[src/sv/srt_pkg.sv]
// ----------------------------------------------------------------------------
// srt_pkg
// Shared types and codes for the sorted record table: the stored record,
// the result bundle, request kinds and status codes.
// ----------------------------------------------------------------------------
package srt_pkg;

   localparam logic [1:0] KIND_INSERT = 2'd0;
   localparam logic [1:0] KIND_REMOVE = 2'd1;
   localparam logic [1:0] KIND_SEARCH = 2'd2;
   localparam logic [1:0] KIND_GROUP  = 2'd3;

   localparam logic [1:0] ST_OK   = 2'd0;
   localparam logic [1:0] ST_MISS = 2'd1;
   localparam logic [1:0] ST_FULL = 2'd2;

   localparam logic [39:0] TOTAL_MAX = 40'hFF_FFFF_FFFF;
   localparam logic [8:0]  GCNT_MAX  = 9'h1FF;

   typedef struct packed {
      logic [63:0] name;
      logic [63:0] publisher;
      logic [11:0] year;
      logic [31:0] sales;
   } record_type;

   typedef struct packed {
      logic [1:0]  status;
      logic [11:0] found_year;
      logic [63:0] found_publisher;
      logic [31:0] found_sales;
      logic [39:0] group_total;
      logic [8:0]  group_count;
   } result_type;

endpackage

[src/sv/srt_if.sv]


interface srt_rsp_if;
   logic        valid;
   logic        ready;
   logic [1:0]  status;
   logic [11:0] found_year;
   logic [63:0] found_publisher;
   logic [31:0] found_sales;
   logic [39:0] group_total;
   logic [8:0]  group_count;

   modport source (output valid, status, found_year, found_publisher, found_sales,
                   group_total, group_count, input ready);
   modport sink (input valid, status, found_year, found_publisher, found_sales,
                 group_total, group_count, output ready);
endinterface

[src/sv/srt_out.sv]
// ----------------------------------------------------------------------------
// srt_out
// Result holding register between the sequencer and the response channel.
// ----------------------------------------------------------------------------
module srt_out
   import srt_pkg::*;
(
   input  logic       clock,
   input  logic       reset,
   input  logic       res_valid,
   input  result_type res,
   output logic       res_ready,
   srt_rsp_if.source  rsp
);

   logic       vld_ff;
   logic       vld_in;
   result_type data_ff;
   result_type data_in;

   always_comb begin
      res_ready = !vld_ff || rsp.ready;
      vld_in    = vld_ff;
      data_in   = data_ff;
      if (res_ready) begin
         vld_in  = res_valid;
         data_in = res;
      end
   end

   always_ff @(posedge clock) begin
      if (reset) begin
         vld_ff <= 1'b0;
      end else begin
         vld_ff <= vld_in;
      end
      data_ff <= data_in;
   end

   assign rsp.valid           = vld_ff;
   assign rsp.status          = data_ff.status;
   assign rsp.found_year      = data_ff.found_year;
   assign rsp.found_publisher = data_ff.found_publisher;
   assign rsp.found_sales     = data_ff.found_sales;
   assign rsp.group_total     = data_ff.group_total;
   assign rsp.group_count     = data_ff.group_count;

endmodule

[src/flat_wrapper.sv]
// flat-port wrapper written by rule: the top's interface ports become plain ports
module srt_out_flat import srt_pkg::*;
  (clock, reset, res_valid, res, res_ready, rsp_valid, rsp_status, rsp_found_year, rsp_found_publisher, rsp_found_sales, rsp_group_total, rsp_group_count, rsp_ready);
  srt_rsp_if rsp_i ();
  input  logic clock;
  input  logic reset;
  input  logic res_valid;
  input  result_type res;
  output logic res_ready;
  output wire logic [$bits(rsp_i.valid)-1:0] rsp_valid;
  output wire logic [$bits(rsp_i.status)-1:0] rsp_status;
  output wire logic [$bits(rsp_i.found_year)-1:0] rsp_found_year;
  output wire logic [$bits(rsp_i.found_publisher)-1:0] rsp_found_publisher;
  output wire logic [$bits(rsp_i.found_sales)-1:0] rsp_found_sales;
  output wire logic [$bits(rsp_i.group_total)-1:0] rsp_group_total;
  output wire logic [$bits(rsp_i.group_count)-1:0] rsp_group_count;
  input wire logic [$bits(rsp_i.ready)-1:0] rsp_ready;
  assign rsp_valid = rsp_i.valid;
  assign rsp_status = rsp_i.status;
  assign rsp_found_year = rsp_i.found_year;
  assign rsp_found_publisher = rsp_i.found_publisher;
  assign rsp_found_sales = rsp_i.found_sales;
  assign rsp_group_total = rsp_i.group_total;
  assign rsp_group_count = rsp_i.group_count;
  assign rsp_i.ready = rsp_ready;
  srt_out u_core (.clock(clock), .reset(reset), .res_valid(res_valid), .res(res), .res_ready(res_ready), .rsp(rsp_i));
endmodule
[config.mk]
export PLATFORM = sky130hd
export DESIGN_NAME = srt_out_flat
export DESIGN_NICKNAME = d
export VERILOG_FILES = /design/src/sv/srt_pkg.sv /design/src/sv/srt_if.sv /design/src/sv/srt_out.sv /design/src/flat_wrapper.sv
export SDC_FILE = /design/constraint.sdc
export NUM_CORES = 1
export LEC_CHECK = 0
export BUFFER_PORTS_ARGS = -buffer_cell sky130_fd_sc_hd__buf_2
export CELL_PAD_IN_SITES_DETAIL_PLACEMENT = 1
export CELL_PAD_IN_SITES_GLOBAL_PLACEMENT = 2
export CORE_ASPECT_RATIO = 2
export CORE_UTILIZATION = 25
export CTS_BUF_LIST = sky130_fd_sc_hd__clkbuf_4
export DETAILED_ROUTE_END_ITERATION = 6
export PLACE_DENSITY_LB_ADDON = 0.05
export SLEW_MARGIN = 20
export SYNTH_ARGS = -nofsm -noshare
export SYNTH_HDL_FRONTEND = slang
export SYNTH_SLANG_ARGS = --single-unit
[constraint.sdc]
create_clock -name clock -period 1.9 [get_ports clock]
set_input_delay 0.095 -clock clock [delete_from_list [all_inputs] [get_ports clock]]
set_output_delay 0.095 -clock clock [all_outputs]
set_load 0.02 [all_outputs]
==> flow_results.xml, run 1 <==
<?xml version="1.0" encoding="UTF-8"?>
<metrics>
  <group name="clocking">
    <metric name="cts.htree.levels" unit="">4</metric>
    <metric name="cts.hold.buffers_added" unit="">157</metric>
    <metric name="cts.root.buffer_cell" unit="">clkbuf_4</metric>
    <metric name="cts_setup_buffers" unit="">0</metric>
    <metric name="clock-sinks" unit="">160</metric>
    <metric name="post_cts_resize_count" unit="">0</metric>
    <metric name="numCtsBuffers" unit="">17</metric>
    <metric name="maximum_buffer_depth_of_the_clock_tree" unit="">2</metric>
  </group>
  <group name="synth">
    <metric name="yosys.cell_types.count" unit="">5</metric>
    <metric name="syn-mean-instance-area" unit="um^2">29.6</metric>
    <metric name="synth_seq_cells" unit="">160</metric>
    <metric name="synth.cell_area" unit="um^2">4820</metric>
    <metric name="ys_seq_area_share" unit="%">99.5</metric>
    <metric name="number_of_instances_in_the_synthesized_netlist" unit="">163</metric>
    <metric name="synthesized_nets" unit="">326</metric>
    <metric name="synth.yosys.warnings" unit="">0</metric>
  </group>
  <group name="placed_design">
    <metric name="gp_routability_congestion" unit="">0.743</metric>
    <metric name="dpl.hpwl" unit="um">11000</metric>
    <metric name="numPortBuffers" unit="">323</metric>
    <metric name="detailed_place.area" unit="um^2">6850</metric>
  </group>
  <group name="run_status">
    <metric name="stop_stage" unit="">clock tree synthesis</metric>
    <metric name="status" unit="">aborted with a tool error</metric>
    <metric name="error" unit="">[ERROR RSZ-0060] Max buffer count reached.</metric>
  </group>
  <group name="floorplan">
    <metric name="initial_standard_cell_utilization_of_the_core" unit="%">25.6</metric>
    <metric name="floorplan.die.width" unit="um">100</metric>
    <metric name="core.rowCount" unit="">71</metric>
    <metric name="die_y" unit="um">198</metric>
    <metric name="io-pin-count" unit="">324</metric>
  </group>
</metrics>
synth_stat cells:
| master | n | area (um^2) |
|---|---|---|
| a21oi_2 | 1 | 8.76 |
| nand2b_4 | 1 | 13.8 |
| inv_1 | 1 | 3.75 |
| dfxtp_1 | 1 | 20.0 |
| edfxtp_1 | 159 | 4770 |
cell families after synthesis:
kind of cell / synth area share [%]
AOI/OAI and AO/OA: 0.182
buffers and inverters: 0.0778
DFF: 99.5
and+or+nand+nor: 0.285
stage by stage:
step                      std cells  hold slack (ps)  worst slack [ps]
after detailed placement        748              252               545
after global placement          748              248               580
after floorplan                 163              150             -32.9
==> inputs of run 2 (changes only) <==
==> config.mk (replaced) <==
export PLATFORM = sky130hd
export DESIGN_NAME = srt_out_flat
export DESIGN_NICKNAME = d
export VERILOG_FILES = /design/src/sv/srt_pkg.sv /design/src/sv/srt_if.sv /design/src/sv/srt_out.sv /design/src/flat_wrapper.sv
export SDC_FILE = /design/constraint.sdc
export NUM_CORES = 1
export LEC_CHECK = 0
export BUFFER_PORTS_ARGS = -buffer_cell sky130_fd_sc_hd__buf_2
export CORE_UTILIZATION = 20
export DETAILED_ROUTE_END_ITERATION = 6
export PLACE_DENSITY_LB_ADDON = 0.15
export SLEW_MARGIN = 20
export SYNTH_ARGS = -nofsm -noshare
export SYNTH_HDL_FRONTEND = slang
export SYNTH_SLANG_ARGS = --single-unit
==> constraint.sdc (replaced) <==
create_clock -name clock -period 2.45 [get_ports clock]
set_input_delay 0.1225 -clock clock [delete_from_list [all_inputs] [get_ports clock]]
set_output_delay 0.1225 -clock clock [all_outputs]
set_load 0.02 [all_outputs]
==> flow_results.xml, run 2 <==
<?xml version="1.0" encoding="UTF-8"?>
<metrics>
  <group name="run_status">
    <metric name="status" unit="">completed</metric>
  </group>
  <group name="sta">
    <metric name="setup-tns-final" unit="ps">0</metric>
    <metric name="max_freq" unit="MHz">645</metric>
    <metric name="rsz0062_at_grt" unit="">false</metric>
    <metric name="final_hold_viol_count" unit="">0</metric>
    <metric name="timing.slew.headroom" unit="%">64.6</metric>
    <metric name="period_minus_slack" unit="ps">1550</metric>
    <metric name="timing_max_transition_violations_final" unit="">0</metric>
    <metric name="min_period_over_period" unit="%">63.3</metric>
    <metric name="finalWorstSetupSlack" unit="ps">899</metric>
    <metric name="worst_slew_pin_slew" unit="ps">530</metric>
    <metric name="fin_skew" unit="ps">8.09</metric>
    <metric name="final_setup_violation_count" unit="">0</metric>
  </group>
  <group name="finish">
    <metric name="largest_register_ffs" unit="">64</metric>
    <metric name="layout.cell_area.non_filler" unit="um^2">9100</metric>
    <metric name="final_nets" unit="">833</metric>
    <metric name="final_common_cell" unit="">buf_2</metric>
    <metric name="finalNonFillerCells" unit="">1002</metric>
    <metric name="diodes" unit="">0</metric>
    <metric name="drive_above_1_share" unit="%">52.3</metric>
    <metric name="multi_input_comb_area" unit="um^2">22.5</metric>
    <metric name="n_fill_cell" unit="">2251</metric>
    <metric name="seqCellArea" unit="um^2">4790</metric>
    <metric name="layout_overhead_on_the_synthesized_area" unit="%">88.7</metric>
    <metric name="fin_util" unit="%">38.6</metric>
    <metric name="final_cell_mix" unit="">buf_2 (323), dlygate4sd3_1 (161), edfxtp_1 (159)</metric>
  </group>
  <group name="placed_design">
    <metric name="numPortBuffers" unit="">323</metric>
    <metric name="detailed_place.area" unit="um^2">6890</metric>
    <metric name="gp_routability_congestion" unit="">0.666</metric>
    <metric name="dp.cells" unit="">809</metric>
    <metric name="pre_cts_ws" unit="ps">960</metric>
  </group>
  <group name="routing">
    <metric name="detail_route.iter0.violations" unit="">101</metric>
    <metric name="route.detailed.vias_per_inst" unit="">3.59</metric>
    <metric name="detailroute.via_count" unit="">3596</metric>
    <metric name="routed_wirelength" unit="um">13200</metric>
    <metric name="drt_pre_antenna_iters" unit="">4</metric>
    <metric name="wire_per_inst" unit="um">13.2</metric>
    <metric name="antenna_left" unit="">0</metric>
    <metric name="drc_errors" unit="">0</metric>
  </group>
  <group name="setup_path">
    <metric name="critPathArrivalTime" unit="ps">1430</metric>
    <metric name="crit_path_start_kind" unit="">flop</metric>
    <metric name="timing.setup.critical_path_class" unit="">reg -&gt; out</metric>
    <metric name="setup.worst_path.end_class" unit="">primary output</metric>
    <metric name="worst-endpoint-required" unit="ps">2330</metric>
    <metric name="critPathMaxFanout" unit="">35</metric>
  </group>
  <group name="floorplan">
    <metric name="initial_standard_cell_utilization_of_the_core" unit="%">20.5</metric>
    <metric name="io-pin-count" unit="">324</metric>
    <metric name="core_area" unit="um^2">23500</metric>
    <metric name="floorplan.die.width" unit="um">157</metric>
    <metric name="core.rowCount" unit="">56</metric>
    <metric name="die_y" unit="um">157</metric>
    <metric name="die-area" unit="um^2">24700</metric>
  </group>
  <group name="power">
    <metric name="net-switching-power" unit="mW">1.55</metric>
    <metric name="share_of_power_burned_in_registers" unit="%">48.3</metric>
    <metric name="combPwrFrac" unit="%">12.1</metric>
    <metric name="clockPowerShare" unit="%">39.7</metric>
    <metric name="powerDensity" unit="nW/um^2">743</metric>
    <metric name="static-leakage-power" unit="nW">3.92</metric>
    <metric name="cell_internal_pwr" unit="mW">5.21</metric>
    <metric name="switching_share" unit="%">22.9</metric>
    <metric name="irDropWorstVdd" unit="uV">380</metric>
  </group>
  <group name="clocking">
    <metric name="post_cts_resize_count" unit="">0</metric>
    <metric name="worst_setup_hold_path_clk_slew" unit="ps">70</metric>
    <metric name="numCtsBuffers" unit="">17</metric>
    <metric name="clock-sinks" unit="">160</metric>
    <metric name="cts.root.buffer_cell" unit="">clkbuf_16</metric>
    <metric name="cts_tree" unit="">yes</metric>
    <metric name="clk-insertion-delay-late" unit="ps">410</metric>
    <metric name="maximum_buffer_depth_of_the_clock_tree" unit="">2</metric>
    <metric name="cts.htree.levels" unit="">4</metric>
  </group>
  <group name="synth">
    <metric name="synth_seq_cells" unit="">160</metric>
    <metric name="ys_async_sr_fraction" unit="%">0</metric>
    <metric name="synth.yosys.warnings" unit="">0</metric>
    <metric name="post-synth-top-count-cell" unit="">edfxtp_1</metric>
    <metric name="synthesized_nets" unit="">326</metric>
    <metric name="syn-mean-instance-area" unit="um^2">29.6</metric>
    <metric name="synth_top_flop_cell" unit="">edfxtp_1</metric>
    <metric name="yosys.cell_types.count" unit="">5</metric>
    <metric name="number_of_instances_in_the_synthesized_netlist" unit="">163</metric>
    <metric name="yosysTopAreaCellShare" unit="%">99.0</metric>
    <metric name="synth.cell_area" unit="um^2">4820</metric>
    <metric name="number_of_synthesized_flops_with_an_enable_pin" unit="">159</metric>
    <metric name="synthTopCellsByArea" unit="">edfxtp_1 (99%), dfxtp_1 (0.42%), nand2b_4 (0.29%), a21oi_2 (0.18%), inv_1 (0.078%)</metric>
    <metric name="synth.largest_area_cell" unit="">edfxtp_1</metric>
    <metric name="synthTopCellsByCount" unit="">edfxtp_1 (159), a21oi_2 (1), dfxtp_1 (1), inv_1 (1), nand2b_4 (1)</metric>
    <metric name="ys_seq_area_share" unit="%">99.5</metric>
  </group>
  <group name="grt">
    <metric name="grt_use_total" unit="%">10.5</metric>
    <metric name="global_route.overflow_total" unit="">0</metric>
    <metric name="via_count_of_the_first_global_routing_pass" unit="">3877</metric>
    <metric name="grt_pass1_wl" unit="um">19200</metric>
    <metric name="pin_count_of_the_biggest_net_entering_global_routing" unit="">55</metric>
    <metric name="grt_antenna_before_repair" unit="">0</metric>
  </group>
  <group name="min_path">
    <metric name="worst_hold_path_type" unit="">in -&gt; reg</metric>
  </group>
  <group name="job">
    <metric name="drv.max_cap_violation_count" unit="">0</metric>
  </group>
</metrics>
==> run 2: what timing repair did <==
item                                   CTS  global route
setup buffers                            0             0
hold buffers                           161             0
endpoints found under the hold margin  160             0
==> run 2: worst max-delay path: stages (launching register included) <==
cell	delay, ps
dfxtp_1	330
nand2b_4	420
buf_2	260
==> run 2: cell families after synthesis <==
| kind of cell | synth area share, % |
|---|---|
| simple gates | 0.285 |
| buf+inv | 0.0778 |
| flops | 99.5 |
| compound gates | 0.182 |
==> run 2: cell type report <==
type | count | area share, %
Timing Repair Buffer | 488 | 36.1
Clock inverter | 13 | 1.76
Clock buffer | 19 | 4.76
Sequential cell | 160 | 52.7
Multi-Input combinational cell | 2 | 0.248
Tap cell | 319 | 4.39
Inverter | 1 | 0.0413
==> run 2: worst paths after layout <==
check / slack [ps] / startpoint / depth (start not counted) / to
setup / recovery: 900 / u_core.rsp.valid / 2 / res_ready
hold / removal: 410 / res[76] / 2 / u_core.rsp.found_sales[27]
setup reg to reg: 910 / u_core.rsp.valid / 3 / u_core.rsp.valid
hold reg to reg: 960 / u_core.rsp.valid / 1 / u_core.rsp.found_sales[27]
==> run 2: power groups by stage <==
stage / logic [mW] / registers [mW] / clock network [mW]
after floorplan: 0.0358 / 3.58 / 0
after global placement: 0.619 / 3.32 / 0
after detailed placement: 0.621 / 3.32 / 0
after CTS: 0.825 / 3.27 / 2.79
after global routing: 0.870 / 3.28 / 2.90
final: 0.815 / 3.26 / 2.68
==> run 2: through the flow <==
step                      power (mW)  hold WS [ps]
after floorplan                 3.62           185
after global placement          3.94           282
after detailed placement        3.94           283
after CTS                       6.88           383
after global routing            7.05           376
final                           6.76           406
==> run 2: per-layer routing <==
metal	vias to the layer above	routed length, um	global-route usage [%]
li1	1679	-	-
met1	1713	4860	10.2
met2	191	6970	18.9
met5	-	0	0
met3	13	1170	4.82
met4	0	211	4.44
(Power assumes the default switching activity.)
==> inputs of run 3 (changes only) <==
==> constraint.sdc (replaced) <==
create_clock -name clock -period 1.35 [get_ports clock]
set_input_delay 0.0675 -clock clock [delete_from_list [all_inputs] [get_ports clock]]
set_output_delay 0.0675 -clock clock [all_outputs]
set_load 0.02 [all_outputs]
==> flow_results.xml, run 3 (synthesized netlist as in run 2, its figures left out) <==
<?xml version="1.0" encoding="UTF-8"?>
<metrics>
  <group name="run_status">
    <metric name="status" unit="">completed</metric>
  </group>
  <group name="power">
    <metric name="clockPowerShare" unit="%">42.0</metric>
    <metric name="net-switching-power" unit="mW">2.80</metric>
    <metric name="irDropWorstVdd" unit="uV">670</metric>
    <metric name="switching_share" unit="%">21.8</metric>
    <metric name="share_of_power_burned_in_registers" unit="%">46.1</metric>
    <metric name="powerDensity" unit="nW/um^2">1380</metric>
    <metric name="static-leakage-power" unit="nW">4.03</metric>
    <metric name="cell_internal_pwr" unit="mW">10.0</metric>
    <metric name="combPwrFrac" unit="%">11.9</metric>
  </group>
  <group name="setup_path">
    <metric name="setup.worst_path.end_class" unit="">primary output</metric>
    <metric name="critPathTopFamily" unit="">flip-flops</metric>
    <metric name="critical_path.cell_chain" unit="">nand2b_4, buf_12, buf_2</metric>
    <metric name="startpoint" unit="">u_core.rsp.valid</metric>
    <metric name="timing.setup.critical_path_class" unit="">reg -&gt; out</metric>
    <metric name="worst-endpoint-required" unit="ps">1280</metric>
    <metric name="critPathMaxFanout" unit="">4</metric>
    <metric name="crit_path_start_kind" unit="">flop</metric>
    <metric name="ff2ff_setup_slack" unit="ps">200</metric>
    <metric name="critPathArrivalTime" unit="ps">1140</metric>
    <metric name="cp.buffers_inverters" unit="">2</metric>
    <metric name="cp_slowest_stage_delay" unit="ps">350</metric>
    <metric name="timing.rr.start" unit="">u_core.rsp.valid</metric>
    <metric name="crit_slowest_cell" unit="">dfxtp_4</metric>
  </group>
  <group name="floorplan">
    <metric name="die-area" unit="um^2">24700</metric>
    <metric name="initial_standard_cell_utilization_of_the_core" unit="%">20.5</metric>
    <metric name="core_area" unit="um^2">23500</metric>
    <metric name="io-pin-count" unit="">324</metric>
    <metric name="die_y" unit="um">157</metric>
    <metric name="core.rowCount" unit="">56</metric>
    <metric name="floorplan.die.width" unit="um">157</metric>
  </group>
  <group name="grt">
    <metric name="via_count_of_the_first_global_routing_pass" unit="">3874</metric>
    <metric name="global_route.overflow_total" unit="">0</metric>
    <metric name="grt_pass1_wl" unit="um">19900</metric>
    <metric name="grt_use_total" unit="%">11.0</metric>
    <metric name="grt_antenna_before_repair" unit="">1</metric>
    <metric name="pin_count_of_the_biggest_net_entering_global_routing" unit="">60</metric>
  </group>
  <group name="sta">
    <metric name="rsz0062_at_grt" unit="">false</metric>
    <metric name="setup-tns-final" unit="ps">0</metric>
    <metric name="period_minus_slack" unit="ps">1210</metric>
    <metric name="min_period_over_period" unit="%">89.5</metric>
    <metric name="fin_skew" unit="ps">5.79</metric>
    <metric name="worst_slew_pin_slew" unit="ps">328</metric>
    <metric name="timing_max_transition_violations_final" unit="">0</metric>
    <metric name="timing.slew.headroom" unit="%">78.2</metric>
    <metric name="max_freq" unit="MHz">828</metric>
    <metric name="final_setup_violation_count" unit="">0</metric>
    <metric name="finalWorstSetupSlack" unit="ps">142</metric>
    <metric name="final_hold_viol_count" unit="">0</metric>
  </group>
  <group name="finish">
    <metric name="drive_above_1_share" unit="%">53.3</metric>
    <metric name="largest_register_ffs" unit="">64</metric>
    <metric name="layout_overhead_on_the_synthesized_area" unit="%">92.8</metric>
    <metric name="layout.cell_area.non_filler" unit="um^2">9290</metric>
    <metric name="fin_util" unit="%">39.5</metric>
    <metric name="final_cell_mix" unit="">buf_2 (323), dlygate4sd3_1 (161), edfxtp_1 (159)</metric>
    <metric name="final_nets" unit="">841</metric>
    <metric name="final_common_cell" unit="">buf_2</metric>
  </group>
  <group name="routing">
    <metric name="routed_wirelength" unit="um">13600</metric>
    <metric name="wire_per_inst" unit="um">13.5</metric>
    <metric name="drc_errors" unit="">0</metric>
    <metric name="drt_pre_antenna_iters" unit="">4</metric>
    <metric name="antenna_left" unit="">0</metric>
    <metric name="route.detailed.vias_per_inst" unit="">3.55</metric>
    <metric name="detail_route.iter0.violations" unit="">136</metric>
    <metric name="detailroute.via_count" unit="">3579</metric>
  </group>
  <group name="clocking">
    <metric name="numCtsBuffers" unit="">17</metric>
    <metric name="cts_tree" unit="">yes</metric>
    <metric name="maximum_buffer_depth_of_the_clock_tree" unit="">2</metric>
    <metric name="cts.htree.levels" unit="">4</metric>
    <metric name="clk-insertion-delay-late" unit="ps">410</metric>
    <metric name="cts.root.buffer_cell" unit="">clkbuf_16</metric>
    <metric name="post_cts_resize_count" unit="">0</metric>
    <metric name="worst_setup_hold_path_clk_slew" unit="ps">60</metric>
    <metric name="clock-sinks" unit="">160</metric>
  </group>
  <group name="min_path">
    <metric name="worst_hold_startpoint" unit="">rsp_ready</metric>
    <metric name="worst_hold_path_type" unit="">in -&gt; reg</metric>
  </group>
  <group name="job">
    <metric name="drv.max_cap_violation_count" unit="">0</metric>
  </group>
  <group name="placed_design">
    <metric name="numPortBuffers" unit="">323</metric>
    <metric name="pre_cts_ws" unit="ps">206</metric>
    <metric name="detailed_place.area" unit="um^2">6980</metric>
    <metric name="gp_routability_congestion" unit="">0.717</metric>
  </group>
</metrics>
## run 3: cell type report
type	instances	area, um^2
Clock buffer	17	425
Timing Repair Buffer	496	3410
Antenna cell	1	2.50
Sequential cell	160	4800
Inverter	1	3.75
Fill cell	2252	14200
Tap cell	319	399
Clock inverter	13	235
Multi-Input combinational cell	2	22.5
## run 3: power by group through the flow
| stage | Clock [mW] | Sequential (mW) | Combinational, mW |
|---|---|---|---|
| 2_1_floorplan | 0 | 6.50 | 0.0651 |
| 3_3_place_gp | 0 | 6.03 | 1.15 |
| 3_5_place_dp | 0 | 6.03 | 1.16 |
| 4_1_cts | 5.60 | 5.93 | 1.54 |
| 5_1_grt | 5.77 | 5.96 | 1.63 |
| 6_report | 5.39 | 5.92 | 1.53 |
## run 3: final timing paths
path / to / cells past startpoint
worst min-delay path: u_core.rsp.found_year[6] / 3
worst max register to register: u_core.rsp.group_total[24] / 3
worst max-delay path: res_ready / 3
worst min register to register: u_core.rsp.found_year[6] / 2
## run 3: metal layers
metal | global-route usage, % | up-vias | wire length (um)
met5 | 0 | - | 0
met3 | 4.74 | 8 | 1140
met2 | 20.2 | 187 | 7350
li1 | - | 1696 | -
met4 | 3.98 | 0 | 143
met1 | 10.9 | 1688 | 5010
## run 3: timing repair
item,CTS,global route
gates cloned,1,0
endpoints found under the setup margin,1,1
buffers inserted,0,1
hold buffers,161,0
hold endpoints to repair,160,0
## run 3: stage by stage
step	instances	hold WS, ps	power [mW]
2_1_floorplan	163	121	6.56
3_3_place_gp	815	233	7.18
3_5_place_dp	815	222	7.19
4_1_cts	1007	200	13.1
5_1_grt	1008	214	13.4
6_report	1009	222	12.8
## run 3: worst reg2reg max path, delay by kind of cell (launching register included)
kind / cells / cell delay [ps]
flops: 1 / 350
simple gates: 1 / 120
buf+inv: 2 / 380
