**config.mk**
```make
export PLATFORM = sky130hd
export DESIGN_NAME = srt_engine_flat
export DESIGN_NICKNAME = d
export VERILOG_FILES = /design/src/sv/srt_pkg.sv /design/src/sv/srt_if.sv /design/src/sv/srt_engine.sv /design/src/flat_wrapper.sv
export SDC_FILE = /design/constraint.sdc
export NUM_CORES = 1
export LEC_CHECK = 0
export BUFFER_PORTS_ARGS = -buffer_cell sky130_fd_sc_hd__buf_2
export CORE_AREA = 5 5 268 270
export CTS_CLUSTER_SIZE = 30
export DETAILED_ROUTE_END_ITERATION = 10
export DIE_AREA = 0 0 273 275
export SYNTH_ARGS = -nofsm -noshare
export SYNTH_HDL_FRONTEND = slang
export SYNTH_SLANG_ARGS = --single-unit
```
**constraint.sdc**
```tcl
create_clock -name clock -period 8.2 [get_ports clock]
set_input_delay 1.23 -clock clock [delete_from_list [all_inputs] [get_ports clock]]
set_output_delay 1.23 -clock clock [all_outputs]
set_load 0.02 [all_outputs]
```
**src/sv/srt_pkg.sv**
```systemverilog
// ----------------------------------------------------------------------------
// srt_pkg
// Shared types and codes for the sorted record table: the stored record,
// the result bundle, request kinds and status codes.
// ----------------------------------------------------------------------------
package srt_pkg;

   localparam logic [1:0] KIND_INSERT = 2'd0;
   localparam logic [1:0] KIND_REMOVE = 2'd1;
   localparam logic [1:0] KIND_SEARCH = 2'd2;
   localparam logic [1:0] KIND_GROUP  = 2'd3;

   localparam logic [1:0] ST_OK   = 2'd0;
   localparam logic [1:0] ST_MISS = 2'd1;
   localparam logic [1:0] ST_FULL = 2'd2;

   localparam logic [39:0] TOTAL_MAX = 40'hFF_FFFF_FFFF;
   localparam logic [8:0]  GCNT_MAX  = 9'h1FF;

   typedef struct packed {
      logic [63:0] name;
      logic [63:0] publisher;
      logic [11:0] year;
      logic [31:0] sales;
   } record_type;

   typedef struct packed {
      logic [1:0]  status;
      logic [11:0] found_year;
      logic [63:0] found_publisher;
      logic [31:0] found_sales;
      logic [39:0] group_total;
      logic [8:0]  group_count;
   } result_type;

endpackage

```
**src/sv/srt_if.sv**
```systemverilog
// ----------------------------------------------------------------------------
// srt request and response channels
// Valid/ready channels carrying one request or one result each.
// ----------------------------------------------------------------------------
interface srt_req_if;
   logic        valid;
   logic        ready;
   logic [1:0]  kind;
   logic [63:0] name_key;
   logic [63:0] publisher_key;
   logic [11:0] release_year;
   logic [31:0] sales_value;

   modport source (output valid, kind, name_key, publisher_key, release_year,
                   sales_value, input ready);
   modport sink (input valid, kind, name_key, publisher_key, release_year,
                 sales_value, output ready);
endinterface


```
**src/sv/srt_engine.sv**
```systemverilog
// ----------------------------------------------------------------------------
// srt_engine
// Request sequencer: walks the record store one entry per cycle, shifting
// entries for insert and remove, matching for search and group query.
// ----------------------------------------------------------------------------
module srt_engine
   import srt_pkg::*;
#(
   parameter int CAPACITY = 256,
   parameter int AW       = 8,
   parameter int CW       = 9
) (
   input  logic          clock,
   input  logic          reset,
   srt_req_if.sink       req,
   output logic          mem_rd_en,
   output logic [AW-1:0] mem_rd_addr,
   input  record_type    mem_rd_data,
   output logic          mem_wr_en,
   output logic [AW-1:0] mem_wr_addr,
   output record_type    mem_wr_data,
   output logic          res_valid,
   output result_type    res,
   input  logic          res_ready
);

   localparam logic [CW-1:0] CAP_CNT = CW'(CAPACITY);

   typedef enum logic [1:0] {IDLE, SCAN, PLACE, DONE} state_type;

   state_type     state_ff,  state_in;
   logic [1:0]    kind_ff,   kind_in;
   record_type    new_ff,    new_in;
   logic [CW-1:0] count_ff,  count_in;
   logic [AW-1:0] last_ff,   last_in;
   logic [AW-1:0] addr_ff,   addr_in;
   logic          issue_ff,  issue_in;
   logic          rdv_ff,    rdv_in;
   logic [AW-1:0] idx_ff,    idx_in;
   logic          found_ff,  found_in;
   logic [AW-1:0] place_ff,  place_in;
   result_type    res_ff,    res_in;

   always_comb begin
      logic        stop;
      logic        hit;
      logic [40:0] sum;
      logic [8:0]  gcnt;

      state_in = state_ff;
      kind_in  = kind_ff;
      new_in   = new_ff;
      count_in = count_ff;
      last_in  = last_ff;
      addr_in  = addr_ff;
      issue_in = issue_ff;
      rdv_in   = 1'b0;
      idx_in   = idx_ff;
      found_in = found_ff;
      place_in = place_ff;
      res_in   = res_ff;

      mem_rd_en   = 1'b0;
      mem_rd_addr = addr_ff;
      mem_wr_en   = 1'b0;
      mem_wr_addr = idx_ff;
      mem_wr_data = mem_rd_data;

      stop = 1'b0;
      hit  = 1'b0;
      sum  = '0;
      gcnt = res_ff.group_count;

      case (state_ff)
         IDLE: begin
            if (req.valid) begin
               kind_in       = req.kind;
               new_in.name      = req.name_key;
               new_in.publisher = req.publisher_key;
               new_in.year      = req.release_year;
               new_in.sales     = req.sales_value;
               res_in   = '0;
               found_in = 1'b0;
               last_in  = AW'(count_ff - 1'b1);
               if (req.kind == KIND_INSERT) begin
                  if (count_ff == CAP_CNT) begin
                     res_in.status = ST_FULL;
                     state_in      = DONE;
                  end else if (count_ff == '0) begin
                     place_in = '0;
                     state_in = PLACE;
                  end else begin
                     // insert walks from the tail towards the head
                     addr_in  = AW'(count_ff - 1'b1);
                     issue_in = 1'b1;
                     state_in = SCAN;
                  end
               end else if (count_ff == '0) begin
                  res_in.status = ST_MISS;
                  state_in      = DONE;
               end else begin
                  addr_in  = '0;
                  issue_in = 1'b1;
                  state_in = SCAN;
               end
            end
         end

         SCAN: begin
            if (rdv_ff) begin
               case (kind_ff)
                  KIND_INSERT: begin
                     if (new_ff.sales > mem_rd_data.sales) begin
                        // smaller entry moves one place towards the tail
                        mem_wr_en   = 1'b1;
                        mem_wr_addr = AW'(idx_ff + 1'b1);
                        if (idx_ff == '0) begin
                           place_in = '0;
                           stop     = 1'b1;
                        end
                     end else begin
                        place_in = AW'(idx_ff + 1'b1);
                        stop     = 1'b1;
                     end
                     if (stop) begin
                        state_in = PLACE;
                     end
                  end
                  KIND_REMOVE: begin
                     hit = (mem_rd_data.name == new_ff.name);
                     if (found_ff) begin
                        mem_wr_en   = 1'b1;
                        mem_wr_addr = AW'(idx_ff - 1'b1);
                     end else if (hit) begin
                        found_in = 1'b1;
                     end
                     if (idx_ff == last_ff) begin
                        stop = 1'b1;
                        if (found_ff || hit) begin
                           count_in      = count_ff - 1'b1;
                           res_in.status = ST_OK;
                        end else begin
                           res_in.status = ST_MISS;
                        end
                        state_in = DONE;
                     end
                  end
                  KIND_SEARCH: begin
                     if (mem_rd_data.name == new_ff.name) begin
                        res_in.status          = ST_OK;
                        res_in.found_year      = mem_rd_data.year;
                        res_in.found_publisher = mem_rd_data.publisher;
                        res_in.found_sales     = mem_rd_data.sales;
                        stop     = 1'b1;
                        state_in = DONE;
                     end else if (idx_ff == last_ff) begin
                        res_in.status = ST_MISS;
                        stop     = 1'b1;
                        state_in = DONE;
                     end
                  end
                  default: begin
                     if (mem_rd_data.publisher == new_ff.publisher) begin
                        sum = {1'b0, res_ff.group_total} + {9'd0, mem_rd_data.sales};
                        res_in.group_total = sum[40] ? TOTAL_MAX : sum[39:0];
                        if (res_ff.group_count != GCNT_MAX) begin
                           gcnt = res_ff.group_count + 1'b1;
                        end
                        res_in.group_count = gcnt;
                     end
                     if (idx_ff == last_ff) begin
                        res_in.status = (gcnt == '0) ? ST_MISS : ST_OK;
                        stop     = 1'b1;
                        state_in = DONE;
                     end
                  end
               endcase
            end

            if (stop) begin
               issue_in = 1'b0;
            end else if (issue_ff) begin
               mem_rd_en = 1'b1;
               rdv_in    = 1'b1;
               idx_in    = addr_ff;
               if (kind_ff == KIND_INSERT) begin
                  if (addr_ff == '0) begin
                     issue_in = 1'b0;
                  end else begin
                     addr_in = addr_ff - 1'b1;
                  end
               end else begin
                  if (addr_ff == last_ff) begin
                     issue_in = 1'b0;
                  end else begin
                     addr_in = addr_ff + 1'b1;
                  end
               end
            end
         end

         PLACE: begin
            mem_wr_en     = 1'b1;
            mem_wr_addr   = place_ff;
            mem_wr_data   = new_ff;
            count_in      = count_ff + 1'b1;
            res_in.status = ST_OK;
            state_in      = DONE;
         end

         DONE: begin
            if (res_ready) begin
               state_in = IDLE;
            end
         end

         default: begin
            state_in = IDLE;
         end
      endcase
   end

   always_ff @(posedge clock) begin
      if (reset) begin
         state_ff <= IDLE;
         count_ff <= '0;
         issue_ff <= 1'b0;
         rdv_ff   <= 1'b0;
         found_ff <= 1'b0;
      end else begin
         state_ff <= state_in;
         count_ff <= count_in;
         issue_ff <= issue_in;
         rdv_ff   <= rdv_in;
         found_ff <= found_in;
      end
      kind_ff  <= kind_in;
      new_ff   <= new_in;
      last_ff  <= last_in;
      addr_ff  <= addr_in;
      idx_ff   <= idx_in;
      place_ff <= place_in;
      res_ff   <= res_in;
   end

   assign req.ready = (state_ff == IDLE);
   assign res_valid = (state_ff == DONE);
   assign res       = res_ff;

endmodule

```
**src/flat_wrapper.sv**
```systemverilog
// flat-port wrapper written by rule: the top's interface ports become plain ports
module srt_engine_flat import srt_pkg::*;
#(
   parameter int CAPACITY = 256,
   parameter int AW       = 8,
   parameter int CW       = 9
)
  (clock, reset, mem_rd_en, mem_rd_addr, mem_rd_data, mem_wr_en, mem_wr_addr, mem_wr_data, res_valid, res, res_ready, req_valid, req_kind, req_name_key, req_publisher_key, req_release_year, req_sales_value, req_ready);
  srt_req_if req_i ();
  input  logic clock;
  input  logic reset;
  output logic mem_rd_en;
  output logic [AW-1:0] mem_rd_addr;
  input  record_type mem_rd_data;
  output logic mem_wr_en;
  output logic [AW-1:0] mem_wr_addr;
  output record_type mem_wr_data;
  output logic res_valid;
  output result_type res;
  input  logic res_ready;
  input wire logic [$bits(req_i.valid)-1:0] req_valid;
  input wire logic [$bits(req_i.kind)-1:0] req_kind;
  input wire logic [$bits(req_i.name_key)-1:0] req_name_key;
  input wire logic [$bits(req_i.publisher_key)-1:0] req_publisher_key;
  input wire logic [$bits(req_i.release_year)-1:0] req_release_year;
  input wire logic [$bits(req_i.sales_value)-1:0] req_sales_value;
  output wire logic [$bits(req_i.ready)-1:0] req_ready;
  assign req_i.valid = req_valid;
  assign req_i.kind = req_kind;
  assign req_i.name_key = req_name_key;
  assign req_i.publisher_key = req_publisher_key;
  assign req_i.release_year = req_release_year;
  assign req_i.sales_value = req_sales_value;
  assign req_ready = req_i.ready;
  srt_engine #(.CAPACITY(CAPACITY), .AW(AW), .CW(CW)) u_core (.clock(clock), .reset(reset), .req(req_i), .mem_rd_en(mem_rd_en), .mem_rd_addr(mem_rd_addr), .mem_rd_data(mem_rd_data), .mem_wr_en(mem_wr_en), .mem_wr_addr(mem_wr_addr), .mem_wr_data(mem_wr_data), .res_valid(res_valid), .res(res), .res_ready(res_ready));
endmodule
```
=== Word-level counts from Yosys, hierarchy flattened ===
Index checks and enable logic that the tools add are counted.

* Bits of input ports: 350
* Logic and storage cells: 192
* Register bits: 379

* $add $sub $neg: 8
* Mux-type cells: 101
* Equal/unequal tests: 38
* Bitwise operators: 1
* $lt $le $gt $ge: 1
* Reduce and logical (&&, ||, !) cells: 23

{| class="wikitable"
|+ Operator list
! operator !! count
|-
| 2-to-1 mux 159 bit || 2
|-
| one-hot mux 157 bit (2 select lines) || 1
|-
| 2-to-1 mux 108 bit || 2
|-
| 2-to-1 mux 172 bit || 1
|-
| 2-to-1 mux 8 bit || 21
|-
| equality test 64 bit || 2
|-
| 2-to-1 mux 49 bit || 2
|-
| 2-to-1 mux 9 bit || 9
|-
| one-hot mux 8 bit (2 select lines) || 4
|-
| adder 40 x 32 -> 41 bit || 1
|-
| 2-to-1 mux 40 bit || 1
|-
| > comparator 32 bit || 1
|-
| 2-to-1 mux 1 bit || 32
|-
| 2-to-1 mux 2 bit || 16
|-
| != test 2 x 1 -> 1 bit (second input constant) || 10
|-
| adder 9 x 1 -> 9 bit (second input constant) || 2
|-
| logical NOT 9 bit || 2
|-
| != test 3 x 2 -> 1 bit (second input constant) || 6
|-
| one-hot mux 9 bit (2 select lines) || 1
|-
| adder 8 x 1 -> 8 bit (second input constant) || 2
|-
| equality test 8 bit || 2
|-
| logical NOT 8 bit || 2
|-
| subtractor 8 x 1 -> 8 bit (second input constant) || 2
|-
| AND reduction 5 bit || 3
|-
| other kinds (24) || 45
|}

=== Depth between registers and ports, before layout ===
Gate-level depths: netlist of the first run.

* Word-level depth: 12
* Depth in mapped cells: 13
* Mapped depth without buffers: 12

=== Least setup slack after synthesis of the first run ===
No wires, ideal clock.

* Path kind: input to register
* From: in mem_rd_data[165] in the netlist's numbering
* To: reg u_core.res_ff, in the netlist u_core.res[100] (enable)
* Stages: 6
* Slack: 0.048 ns
* Setup time: 0.610 ns
* Required time: 7.590 ns
* Arrival time: 7.542 ns
* Path through: xor2_1 > nor4_1 > nand4_1 > nor4_4 > nand3_1 > a21oi_1

* Longest elaborated chain between the ends: 3

{| class="wikitable"
|+ Ends and longest elaborated chain
! element !! RTL line !! RTL
|-
| from (decl) || flat_wrapper.sv:14 || <nowiki>input record_type mem_rd_data;</nowiki>
|-
| equality test 64 bit || srt_engine.sv:149 || <nowiki>if (mem_rd_data.name == new_ff.name) begin</nowiki>
|-
| != test 2 x 1 -> 1 bit (no source line) || - ||
|-
| AND reduction 5 bit (no source line) || - ||
|-
| to (signal assigned) || srt_engine.sv:243 || <nowiki>res_ff <= res_in;</nowiki>
|-
| to (decl) || srt_engine.sv:42 || <nowiki>result_type res_ff, res_in;</nowiki>
|}

No other way between the ends.
A chain may end at the register's enable or synchronous reset.

=== Worst setup path after layout of the first run ===
* From: in mem_rd_data[1] in the netlist's numbering
* To: out mem_rd_en

* Longest elaborated chain between the ends: 10

{| class="wikitable"
|+ Ends and longest elaborated chain
! element !! RTL line !! RTL
|-
| > comparator 32 bit || srt_engine.sv:113 || <nowiki>if (new_ff.sales > mem_rd_data.sales) begin</nowiki>
|-
| 2-to-1 mux 1 bit || srt_engine.sv:113 ||
|-
| 2-to-1 mux 1 bit || srt_engine.sv:111 || <nowiki>case (kind_ff)</nowiki>
|-
| 2-to-1 mux 1 bit || srt_engine.sv:110 || <nowiki>if (rdv_ff) begin</nowiki>
|-
| 2-to-1 mux 1 bit || srt_engine.sv:74 || <nowiki>case (state_ff)</nowiki>
|-
| one-hot mux 1 bit (2 select lines) || srt_engine.sv:111 ||
|-
| 2-to-1 mux 1 bit || srt_engine.sv:110 ||
|-
| 2-to-1 mux 1 bit || srt_engine.sv:74 ||
|-
| 2-to-1 mux 1 bit || srt_engine.sv:180 || <nowiki>if (stop) begin</nowiki>
|-
| 2-to-1 mux 1 bit || - ||
|-
| to (decl) || flat_wrapper.sv:12 || <nowiki>output logic mem_rd_en;</nowiki>
|}

No other way between the ends. The select of a mux whose other input is x is not followed.

==> results of run 1 <==
through the flow:
| step | util | total power (uW) | setup WS [ns] | hold slack, ns |
|---|---|---|---|---|
| floorplan | - | 7160 | 0.0478 | 0.491 |
| global placement | 0.364 | 8920 | 2.86 | 0.514 |
| detailed placement | 0.364 | 8960 | 2.82 | 0.531 |
| CTS | 0.386 | 11100 | 2.82 | 0.542 |
| global route | 0.386 | 11600 | 2.62 | 0.561 |
| finish | 0.386 | 11000 | 2.85 | 0.548 |
how the worst max path moves through the flow:
stage,from,to,slack [ns]
after floorplan,mem_rd_data[165],u_core.res[100],0.05
after global placement,mem_rd_data[1],mem_rd_en,2.86
after detailed placement,mem_rd_data[1],mem_rd_en,2.82
after CTS,mem_rd_data[1],mem_rd_en,2.82
after global routing,mem_rd_data[1],mem_rd_en,2.62
final,mem_rd_data[1],mem_rd_en,2.85
cells by family (layout without fill, tap and decap cells):
family | count (synthesis) | count (layout) | share of synthesized area
AND/OR/NAND/NOR | 466 | 466 | 0.115
flip-flops | 379 | 379 | 0.541
AO/OA/AOI/OAI | 315 | 315 | 0.0957
XOR/XNOR | 205 | 205 | 0.0864
buffers and inverters | 156 | 862 | 0.0293
multiplexers | 147 | 147 | 0.0795
adder cells (fa/ha/maj) | 87 | 87 | 0.0531
other | 0 | 9 | 0
worst min-delay path, cell delays in order, from the launching register on:
cell     delay (ns)
dfxtp_1        0.35
o21ai_0        0.09
a21oi_1        0.06
flip-flops by register name, summed over array words and instances, names as in the netlist:
name                cells
u_core.count_ff         9
u_core.found_ff         1
u_core.idx_ff           8
u_core.issue_ff         1
u_core.kind_ff          2
u_core.last_ff          8
u_core.mem_rd_addr      8
u_core.new_ff         172
u_core.place_ff         8
u_core.rdv_ff           1
u_core.res            159
u_core.state_ff         2
per-layer routing:
layer / track usage / share of wire / wire, um
met1: 0.255 / 0.42 / 32900
met2: 0.337 / 0.48 / 37900
met3: 0.0452 / 0.077 / 6100
met4: 0.0607 / 0.030 / 2360
met5: 0 / 0.00042 / 33
cells in the mapped netlist (6+ instances only):
master	instances	share of area
and3_1	12	0.0036
ha_1	85	0.051
a21oi_1	110	0.027
a31oi_1	9	0.0027
nor3_1	17	0.0041
edfxtp_1	365	0.53
nand2_1	111	0.020
o21ai_0	80	0.019
nand4_1	44	0.013
nor2b_1	8	0.0024
a21o_1	17	0.0061
nor2_1	102	0.018
a22o_1	6	0.0025
a211oi_1	9	0.0033
nor4_1	27	0.0081
buf_2	9	0.0022
mux2_2	143	0.078
o211ai_1	8	0.0029
xnor2_1	110	0.046
xor2_1	95	0.040
a21boi_0	6	0.0022
inv_1	67	0.012
o21bai_1	8	0.0029
dfxtp_1	14	0.013
nand3_1	29	0.0070
nand2b_1	8	0.0024
and2_1	83	0.025
clkbuf_1	77	0.014
power by group through the flow:
stage | Sequential [uW] | Clock, uW | Combinational [uW]
floorplan | 4150 | 0 | 3010
global placement | 3670 | 0 | 5250
detailed placement | 3680 | 0 | 5280
CTS | 3660 | 2100 | 5300
global route | 3720 | 2180 | 5660
finish | 3660 | 2030 | 5280
layout make-up:
type,instances,area (sq um)
Multi-Input combinational cell,1220,8970
Fill cell,6799,42600
Antenna cell,9,22.5
Clock buffer,51,1170
Sequential cell,379,11200
Clock inverter,31,300
Timing Repair Buffer,712,3610
Tap cell,940,1180
Inverter,68,255
==> key figures, run 1 <==
Power
  • Power Density: slightly above 400 mW/mm^2
  • Internal: 6130 uW
  • Cell leakage power: 0.0110 uW
  • Switch share: 0.442
  • Switching power: 4840 uW
  • Clk pwr share: 0.185
  • Flop pwr share: 0.334
  • VDD IR max: about 0.00021 V
  • Comb power frac: 0.481

Hold path
  • Hold path cells: 2
  • Hold Path Sink: u_core.count_ff[8]
  • HP Class: register to register
  • Hold path start: u_core.count_ff[8]

Critical path
  • Crit path top cell by count: buf_2
  • Worst Path Max Fanout: 13
  • Buffers and inverters on the worst path: 4
  • CP arrival: a little over 4 ns
  • Worst-path cell chain: buf_2 > inv_1 > ha_1 > nor2b_1 > o211ai_1 > a2111o_1 > o211a_1 > o21ai_1 > buf_4 > a21boi_1 > o21ai_0 > nor2_1 > buf_2
  • Crit end category: primary output
  • CP Depth: 13
  • Critical path's slowest cell: a2111o_1
  • Worst Path Required: 6.97 ns
  • Worst reg-to-reg path cell count: 7
  • Crit path max-delay family: compound AO/OA/AOI/OAI gates
  • Max incr delay on CP: 0.38 ns
  • R2R setup slack: 3.98 ns
  • RR Startpoint: u_core.new_ff[146]
  • Setup CP Type: input port to primary output
  • Startpoint type of the worst setup path: input port
  • Reg-to-Reg End: u_core.res[149]

Yosys
  • Post-synthesis sequential area ratio: 0.541
  • Synth Area per Inst: 11.8 sq um
  • Ys flop type: edfxtp_1
  • Post-synth EDFFs: 365
  • Mapped Cells: about 1800
  • Synthesized flop and latch total: 379
  • Syn_nets: 2192
  • Mapped cell area: between 0.02 and 0.025 sq mm
  • Yosys warns: 0
  • Async set or reset register ratio after synthesis: 0
  • Netlist cell types: 80

Clock tree
  • CTS tree: yes
  • Skew-Pair Late Insertion Delay: 0.58 ns
  • Clock transition at path regs: 0.06 ns
  • H-tree depth: 2
  • Post-CTS Hold Buffers: 0
  • Root Driver: clkbuf_16
  • Clk sinks: 379
  • CTS Buffer Depth: 3
  • Cts repair resizes: 0
  • Setup bufs post-CTS: 0
  • Num CTS Buffers: 46

Placed design
  • IO Port Bufs: 700
  • GPL Wtd Cong: 0.977
  • Dpl cell area: 0.0252 sq mm
  • Placed instance count: 3319
  • Hpwl dp: 62200 um

STA
  • Fmax achieved: 187 MHz
  • Unrepaired setup endpoints after global routing: no
  • Worst-Margin Slew: about 1.2 ns
  • # setup viols final: 0
  • Post-Route Setup TNS: 0 ns
  • Final Hold Viols: 0
  • Min cycle time layout: 5.35 ns
  • Max-slew violation count: 0
  • Relative slew margins: 0.211
  • Part of the cycle the worst path needs: 0.653
  • Clk_skew: 0.0227 ns

Floorplanning
  • Ports: between 700 and 800
  • DIE HEIGHT: 275 um
  • Initial Util: 0.300
  • Die Wd: 273 um
  • Core Region: 0.0693 sq mm
  • # rows: 97
  • Die area: roughly 0.075 sq mm

Route
  • Final ANT Viol Nets: 0
  • Detailed-route wire length per cell: between 20 and 25 um
  • Initial DRC count: 1202
  • Via Count: roughly 17000
  • Drt total wl: 79200 um
  • Drc violations: 0
  • Via density: 5.00
  • Drt first pass iters: 6

Layout
  • Layout cell share with drive strength beyond 1: 0.387
  • Most frequent cells in the layout: buf_2, edfxtp_1, mux2_2
  • Area delta synth->final: 28.8%
  • Final net count: 2864
  • Fin cells: 3410
  • Finished Cell Area: 0.0267 sq mm
  • Commonest non-fill, non-tap cell in the layout: buf_2

GRT
  • Grt total ovfl: 0
  • Vias in the first global route: 17300
  • Gr usage total: 0.199
  • Antenna violations before repair: 16
  • Largest net degree at the start of global routing: 134
  • First-pass GRT wire length: 114000 um

Flow run
  • Max-cap check violation count: 0

Run status
  • Status: finished clean
Power figures use the tool's default switching activity.
==> inputs of run 2 (changes only) <==
--- a/config.mk
+++ b/config.mk
@@ -5,11 +5,12 @@
 export SDC_FILE = /design/constraint.sdc
 export NUM_CORES = 1
 export LEC_CHECK = 0
+export ABC_AREA = 1
 export BUFFER_PORTS_ARGS = -buffer_cell sky130_fd_sc_hd__buf_2
-export CORE_AREA = 5 5 268 270
+export CORE_AREA = 5 5 273 275
 export CTS_CLUSTER_SIZE = 30
 export DETAILED_ROUTE_END_ITERATION = 10
-export DIE_AREA = 0 0 273 275
+export DIE_AREA = 0 0 278 280
 export SYNTH_ARGS = -nofsm -noshare
 export SYNTH_HDL_FRONTEND = slang
 export SYNTH_SLANG_ARGS = --single-unit
==> constraint.sdc (replaced) <==
create_clock -name clock -period 4.4 [get_ports clock]
set_input_delay 0.66 -clock clock [delete_from_list [all_inputs] [get_ports clock]]
set_output_delay 0.66 -clock clock [all_outputs]
set_load 0.02 [all_outputs]
==> key figures, run 2 <==
Run status
  • Status: finished clean

Floorplanning
  • # rows: 99 (+2.1%)
  • Core Region: 0.0721 sq mm (+4.0%)
  • Die Wd: 278 um (+1.8%)
  • Die area: 0.0778 sq mm (+3.7%)
  • Ports: 701 (unchanged)
  • Initial Util: 0.305 (+0.00558)
  • DIE HEIGHT: 280 um (+1.8%)

Layout
  • Layout cell share with drive strength beyond 1: 0.256 (-0.132)
  • Reg with most FFs: u_core.new_ff
  • Storage element area: 0.0112 sq mm (unchanged)
  • Commonest non-fill, non-tap cell in the layout: nand2_1
  • Multi-input logic area: 0.00920 sq mm (+2.5%)
  • Largest register FFs: 172 (unchanged)
  • Finished Cell Area: 0.0284 sq mm (+6.2%)
  • Area delta synth->final: 29.1%
  • Fin cells: 4295 (+26%)
  • Most frequent cells in the layout: nand2_1, buf_2, edfxtp_1
  • Fillcell total: 7412 (+9.0%)
  • Final net count: 3726 (+30%)

STA
  • # setup viols final: 0 (unchanged)
  • Worst-Margin Slew: 1.02 ns (-0.161 ns)
  • Clk_skew: 0.0337 ns (+0.0110 ns)
  • Fin Hold WS: 0.229 ns (-0.319 ns)
  • Final Hold Viols: 0 (unchanged)
  • Part of the cycle the worst path needs: 0.940
  • Relative slew margins: 0.318 (+0.108)
  • Min cycle time layout: 4.14 ns
  • Max-slew violation count: 0 (unchanged)
  • Fmax achieved: 242 MHz
  • Unrepaired setup endpoints after global routing: no

Yosys
  • Netlist cell types: 48 (-40%)
  • Area contributors post-synth: edfxtp_1, nand2_1, inv_1
  • Post-synthesis sequential area ratio: 0.511 (-0.0305)
  • Synth Area per Inst: 8.50 sq um (-28%)
  • Async set or reset register ratio after synthesis: 0 (unchanged)
  • Synthesized flop and latch total: 379 (unchanged)
  • Syn_nets: 3026 (+38%)
  • Cell taking the most area after synthesis: edfxtp_1
  • Mapped cell area: 0.0220 sq mm (+6.0%)
  • Post-synth EDFFs: 365 (unchanged)
  • Top-count cell post-synth: nand2_1
  • Post-synth top cells: nand2_1, edfxtp_1, inv_1
  • Yosys warns: 0 (unchanged)
  • Mapped Cells: 2589 (+48%)
  • Ys flop type: edfxtp_1
  • Yosys top cell area share: 0.498 (-0.0297)

Critical path
  • Worst setup path endpoint: mem_wr_en
  • RR Startpoint: u_core.new_ff[31]
  • R2R setup slack: 1.12 ns (-2.86 ns)
  • Setup CP Type: register to primary output
  • Crit. Startpoint: u_core.new_ff[31]
  • Crit end category: primary output
  • Worst Path Max Fanout: 10 (-3)
  • Reg-to-Reg End: u_core.mem_rd_addr[7]
  • CP arrival: 3.48 ns (-0.64 ns)
  • Startpoint type of the worst setup path: register
  • Worst Path Required: 3.74 ns (-3.23 ns)
  • Worst reg-to-reg path cell count: 13 (+6)

Route
  • Drt first pass iters: 5 (-1)
  • Drt total wl: 80000 um (+1.0%)
  • Via density: 4.64 (-7.3%)
  • Detailed-route wire length per cell: 18.6 um (-20%)
  • Via Count: 19900 (+17%)
  • Drc violations: 0 (unchanged)
  • Initial DRC count: 1431 (+19%)
  • Final ANT Viol Nets: 0 (unchanged)

Placed design
  • Placed instance count: 4197 (+26%)
  • IO Port Bufs: 700 (unchanged)
  • Dpl cell area: 0.0267 sq mm (+5.9%)
  • Hpwl dp: 61600 um (-0.90%)
  • GPL Wtd Cong: 0.921 (-5.7%)

Power
  • Switching power: 8900 uW (+84%)
  • Clk pwr share: 0.213 (+0.028)
  • Flop pwr share: 0.318 (-0.016)
  • Switch share: 0.453 (+0.0110)
  • Cell leakage power: 0.0137 uW (+24%)
  • Comb power frac: 0.470 (-0.011)
  • Power Density: 692 mW/mm^2 (+69%)
  • VDD IR max: 0.000386 V (+86%)
  • Pwr Total: 19700 uW (+79%)
  • Internal: 10800 uW (+76%)

Clock tree
  • Cts repair resizes: 0 (unchanged)
  • Skew-Pair Late Insertion Delay: 0.60 ns (+0.02 ns)
  • Setup bufs post-CTS: 0 (unchanged)
  • Root Driver: clkbuf_16
  • Clk sinks: 379 (unchanged)
  • CTS Buffer Depth: 3 (unchanged)
  • Num CTS Buffers: 49 (+6.5%)
  • Post-CTS Hold Buffers: 0 (unchanged)
  • H-tree depth: 2 (unchanged)
  • CTS tree: yes
  • Clock transition at path regs: 0.06 ns (about the same)

GRT
  • Vias in the first global route: 19600 (+14%)
  • Gr usage total: 0.194 (-0.00538)
  • Grt total ovfl: 0 (unchanged)
  • Largest net degree at the start of global routing: 202 (+51%)
  • First-pass GRT wire length: 118000 um (+4.0%)
  • Antenna violations before repair: 10 (-6)

Hold path
  • Hold path cells: 1 (-1)
  • Hold path start: req_sales_value[17]
  • HP Class: input port to register

Flow run
  • Max-cap check violation count: 0 (unchanged)
run 2: power by group through the flow:
stage / registers (uW) / logic [uW] / clock network (uW)
final: 6250 / 9240 / 4180
after global routing: 6370 / 10100 / 4460
after CTS: 6260 / 9330 / 4300
after detailed placement: 6320 / 9290 / 0
after global placement: 6290 / 9280 / 0
after floorplan: 6950 / 5100 / 0
run 2: cell type report:
cell class	count	share of cell area
flip-flops and latches	379	0.396
multi-input cells	1777	0.324
repair buffers	719	0.131
inverters	363	0.0482
clock buffers	58	0.0451
well taps	959	0.0422
clock inverters	32	0.0134
diodes	8	0.000705
run 2: layer usage:
layer	vias to the layer above	share of wire	routed length (um)	track usage
met1	9265	0.41	32700	0.241
met2	685	0.50	39700	0.339
met4	2	0.025	2040	0.0514
li1	9852	-	-	-
met3	115	0.069	5530	0.0462
met5	-	0.00016	13	0
run 2: critical path, stage by stage, from the launching register on:
cell	delay, ns
edfxtp_1	0.40
ha_1	0.31
nand2_1	0.07
nor2_1	0.17
nand2_1	0.14
nor2_1	0.30
nand2_1	0.12
nand2_2	0.23
nand2_1	0.31
o22ai_1	0.19
nand3_1	0.10
a21oi_1	0.23
buf_2	0.30
run 2: how the worst min path moves through the flow:
stage | end | slack [ns]
3_5_place_dp | u_core.count_ff[0] | 0.49
2_1_floorplan | u_core.count_ff[0] | 0.46
5_1_grt | u_core.new_ff[18] | 0.19
6_report | u_core.new_ff[17] | 0.23
4_1_cts | u_core.new_ff[22] | 0.18
3_3_place_gp | u_core.count_ff[0] | 0.48
run 2: cells by family after synthesis:
| logic type | count (synthesis) | share of synthesized area |
|---|---|---|
| simple gates | 1206 | 0.220 |
| buf+inv | 433 | 0.0750 |
| flops | 379 | 0.511 |
| compound gates | 337 | 0.0859 |
| xor+xnor | 146 | 0.0581 |
| fa+ha+maj | 87 | 0.0501 |
| mux | 1 | 0.000455 |
run 2: through the flow:
stage,utilization,TNS (ns),worst slack [ns]
2_1_floorplan,-,-92.10,-0.721
3_3_place_gp,0.371,0,0.490
3_5_place_dp,0.371,0,0.436
4_1_cts,0.394,0,0.200
5_1_grt,0.394,0,0.0654
6_report,0.394,0,0.262
==> inputs of run 3 (changes only) <==
--- a/config.mk
+++ b/config.mk
@@ -5,12 +5,11 @@
 export SDC_FILE = /design/constraint.sdc
 export NUM_CORES = 1
 export LEC_CHECK = 0
-export ABC_AREA = 1
 export BUFFER_PORTS_ARGS = -buffer_cell sky130_fd_sc_hd__buf_2
-export CORE_AREA = 5 5 273 275
+export CORE_AREA = 5 5 268 270
 export CTS_CLUSTER_SIZE = 30
 export DETAILED_ROUTE_END_ITERATION = 10
-export DIE_AREA = 0 0 278 280
+export DIE_AREA = 0 0 273 275
 export SYNTH_ARGS = -nofsm -noshare
 export SYNTH_HDL_FRONTEND = slang
 export SYNTH_SLANG_ARGS = --single-unit
==> key figures, run 3 (synthesis gave the netlist of run 1 again) <==
Critical path
  • Buffers and inverters on the worst path: 3 (+2)
  • Worst reg-to-reg path cell count: 12 (-1)
  • Max incr delay on CP: 0.44 ns (+0.04 ns)
  • Worst-path cell chain: ha_1 > nand4_1 > a2111o_1 > o211a_1 > o21ai_1 > buf_4 > buf_4 > nand4_1 > xnor2_1 > a221oi_2 > o22ai_1 > buf_2
  • Crit. Startpoint: u_core.new_ff[4]
  • CP arrival: 3.49 ns (about the same)
  • Setup CP Type: register to primary output
  • Startpoint type of the worst setup path: register
  • Crit end category: primary output
  • CP Depth: 12 (unchanged)
  • Critical path's slowest cell: edfxtp_1
  • Worst Path Max Fanout: 8 (-2)
  • R2R setup slack: 0.91 ns (-0.21 ns)
  • RR Startpoint: u_core.res[9]
  • Worst Path Required: 3.74 ns (about the same)
  • Crit path max-delay family: compound AO/OA/AOI/OAI gates

STA
  • Setup WS post-layout: 0.249 ns (-0.0139 ns)
  • Final Hold Viols: 0 (unchanged)
  • Min cycle time layout: 4.15 ns (+0.0139 ns)
  • # setup viols final: 0 (unchanged)
  • Fmax achieved: 241 MHz (-0.33%)
  • Relative slew margins: 0.384 (+0.0660)
  • Worst-Margin Slew: 0.923 ns (-0.0990 ns)
  • Max-slew violation count: 0 (unchanged)
  • Post-Route Setup TNS: 0 ns (unchanged)
  • Clk_skew: 0.0294 ns (-0.00426 ns)
  • Part of the cycle the worst path needs: 0.944 (+0.00315)

Layout
  • Commonest non-fill, non-tap cell in the layout: buf_2
  • Largest register FFs: 172 (unchanged)
  • Layout cell share with drive strength beyond 1: 0.392 (+0.136)
  • Area delta synth->final: 30.2%
  • Final net count: 2883 (-23%)
  • Most frequent cells in the layout: buf_2, edfxtp_1, mux2_2
  • Util after Layout: 0.390 (-0.00395)
  • Reg with most FFs: u_core.new_ff
  • Finished Cell Area: 0.0270 sq mm (-4.8%)

Power
  • Cell leakage power: 0.0111 uW (-19%)
  • Pwr Total: 20800 uW (+5.5%)
  • Switch share: 0.442 (-0.0104)
  • Comb power frac: 0.492 (+0.022)
  • Power Density: 768 mW/mm^2 (+11%)
  • VDD IR max: 0.000370 V (-4.3%)
  • Switching power: 9180 uW (+3.1%)
  • Internal: 11600 uW (+7.5%)
  • Clk pwr share: 0.182 (-0.031)
  • Flop pwr share: 0.326 (+0.008)

GRT
  • Gr usage total: 0.200 (+0.00620)
  • Grt total ovfl: 0 (unchanged)
  • Vias in the first global route: 17200 (-13%)
  • Antenna violations before repair: 21 (+11)
  • First-pass GRT wire length: 113000 um (-4.0%)
  • Largest net degree at the start of global routing: 77 (-62%)

Route
  • Via density: 4.98 (+7.4%)
  • Via Count: 17100 (-14%)
  • Drt first pass iters: 5 (unchanged)
  • Drt total wl: 79800 um (-0.32%)
  • Initial DRC count: 1340 (-6.4%)
  • Final ANT Viol Nets: 0 (unchanged)
  • Detailed-route wire length per cell: 23.2 um (+25%)
  • Drc violations: 0 (unchanged)

Hold path
  • HP Class: input port to register
  • Hold path start: req_publisher_key[51]
  • Hold path cells: 1 (unchanged)

Placed design
  • Pre-CTS setup slack: 0.413 ns (-0.0235 ns)
  • Dpl cell area: 0.0255 sq mm (-4.6%)
  • GPL Wtd Cong: 0.923 (+0.25%)
  • IO Port Bufs: 700 (unchanged)
  • Hpwl dp: 63000 um (+2.2%)

Clock tree
  • Clock transition at path regs: 0.06 ns (about the same)
  • Skew-Pair Late Insertion Delay: 0.58 ns (-0.02 ns)
  • CTS tree: yes
  • Clk sinks: 379 (unchanged)
  • Num CTS Buffers: 47 (-4.1%)
  • H-tree depth: 2 (unchanged)
  • Setup bufs post-CTS: 0 (unchanged)
  • Cts repair resizes: 0 (unchanged)
  • CTS Buffer Depth: 3 (unchanged)
  • Root Driver: clkbuf_16
  • Post-CTS Hold Buffers: 0 (unchanged)

Floorplanning
  • Die area: 0.0751 sq mm (-3.6%)
  • Core Region: 0.0693 sq mm (-3.9%)
  • DIE HEIGHT: 275 um (-1.8%)
  • Initial Util: 0.300 (-0.00558)
  • Ports: 701 (unchanged)
  • Die Wd: 273 um (-1.8%)
  • # rows: 97 (-2.0%)

Run status
  • Status: finished clean

Flow run
  • Max-cap check violation count: 0 (unchanged)
==> run 3: changes by cell type in the layout (fill, tap and decap cells not counted), moves of 16 or more <==
cell | previous run | this run
xor2_1 | 63 | 95
mux2_2 | 0 | 143
nor2_1 | 171 | 102
xnor2_1 | 83 | 110
and2_1 | 0 | 82
inv_1 | 352 | 66
nor4_1 | 8 | 27
a21oi_1 | 127 | 108
o21ai_0 | 137 | 80
nand3_1 | 70 | 29
nand2_1 | 879 | 111
a21oi_2 | 20 | 4
==> run 3: routing by layer <==
metal  vias up  share of wire  global-route usage
met5         -        0.00044                   0
met4         6          0.022              0.0535
met3       113          0.094              0.0556
li1       7858              -                   -
met1      8371           0.40               0.250
met2       775           0.49               0.343
==> run 3: path summary, 6_finish.rpt <==
path                        endpoint
setup / recovery      mem_wr_addr[7]
hold / removal     u_core.new_ff[95]
setup reg to reg      u_core.res[42]
hold reg to reg   u_core.count_ff[8]
==> run 3: worst register-to-register path: stages (launching register included) <==
cell and delay (ns):
edfxtp_1 0.46, ha_1 0.21, inv_1 0.05, fa_1 0.40, nor2b_1 0.16, o2111ai_1 0.22
a211oi_1 0.30, nor3_1 0.12, o211ai_1 0.30, nand3_2 0.22, nor2_2 0.25, inv_2 0.29
a311oi_1 0.34
==> run 3: cell type report <==
type	instances	area [sq um]
Timing Repair Buffer	730	3850
Sequential cell	379	11200
Antenna cell	13	32.5
Clock inverter	32	259
Inverter	68	255
Fill cell	6820	42300
Clock buffer	55	1230
Tap cell	940	1180
Multi-Input combinational cell	1220	8990
==> run 3: power by group through the flow <==
stage	clock network, uW	registers (uW)	logic [uW]
floorplan	0	7560	5620
global placement	0	6800	10100
detailed placement	0	6810	10200
CTS	3900	6760	10300
global route	4050	6890	11000
finish	3780	6770	10200
==> run 3: stage by stage <==
step / hold WS, ns / instances
after CTS: 0.203 / 3424
after detailed placement: 0.532 / 3337
after floorplan: 0.491 / 1755
final: 0.253 / 3437
after global routing: 0.213 / 3433
after global placement: 0.513 / 3337
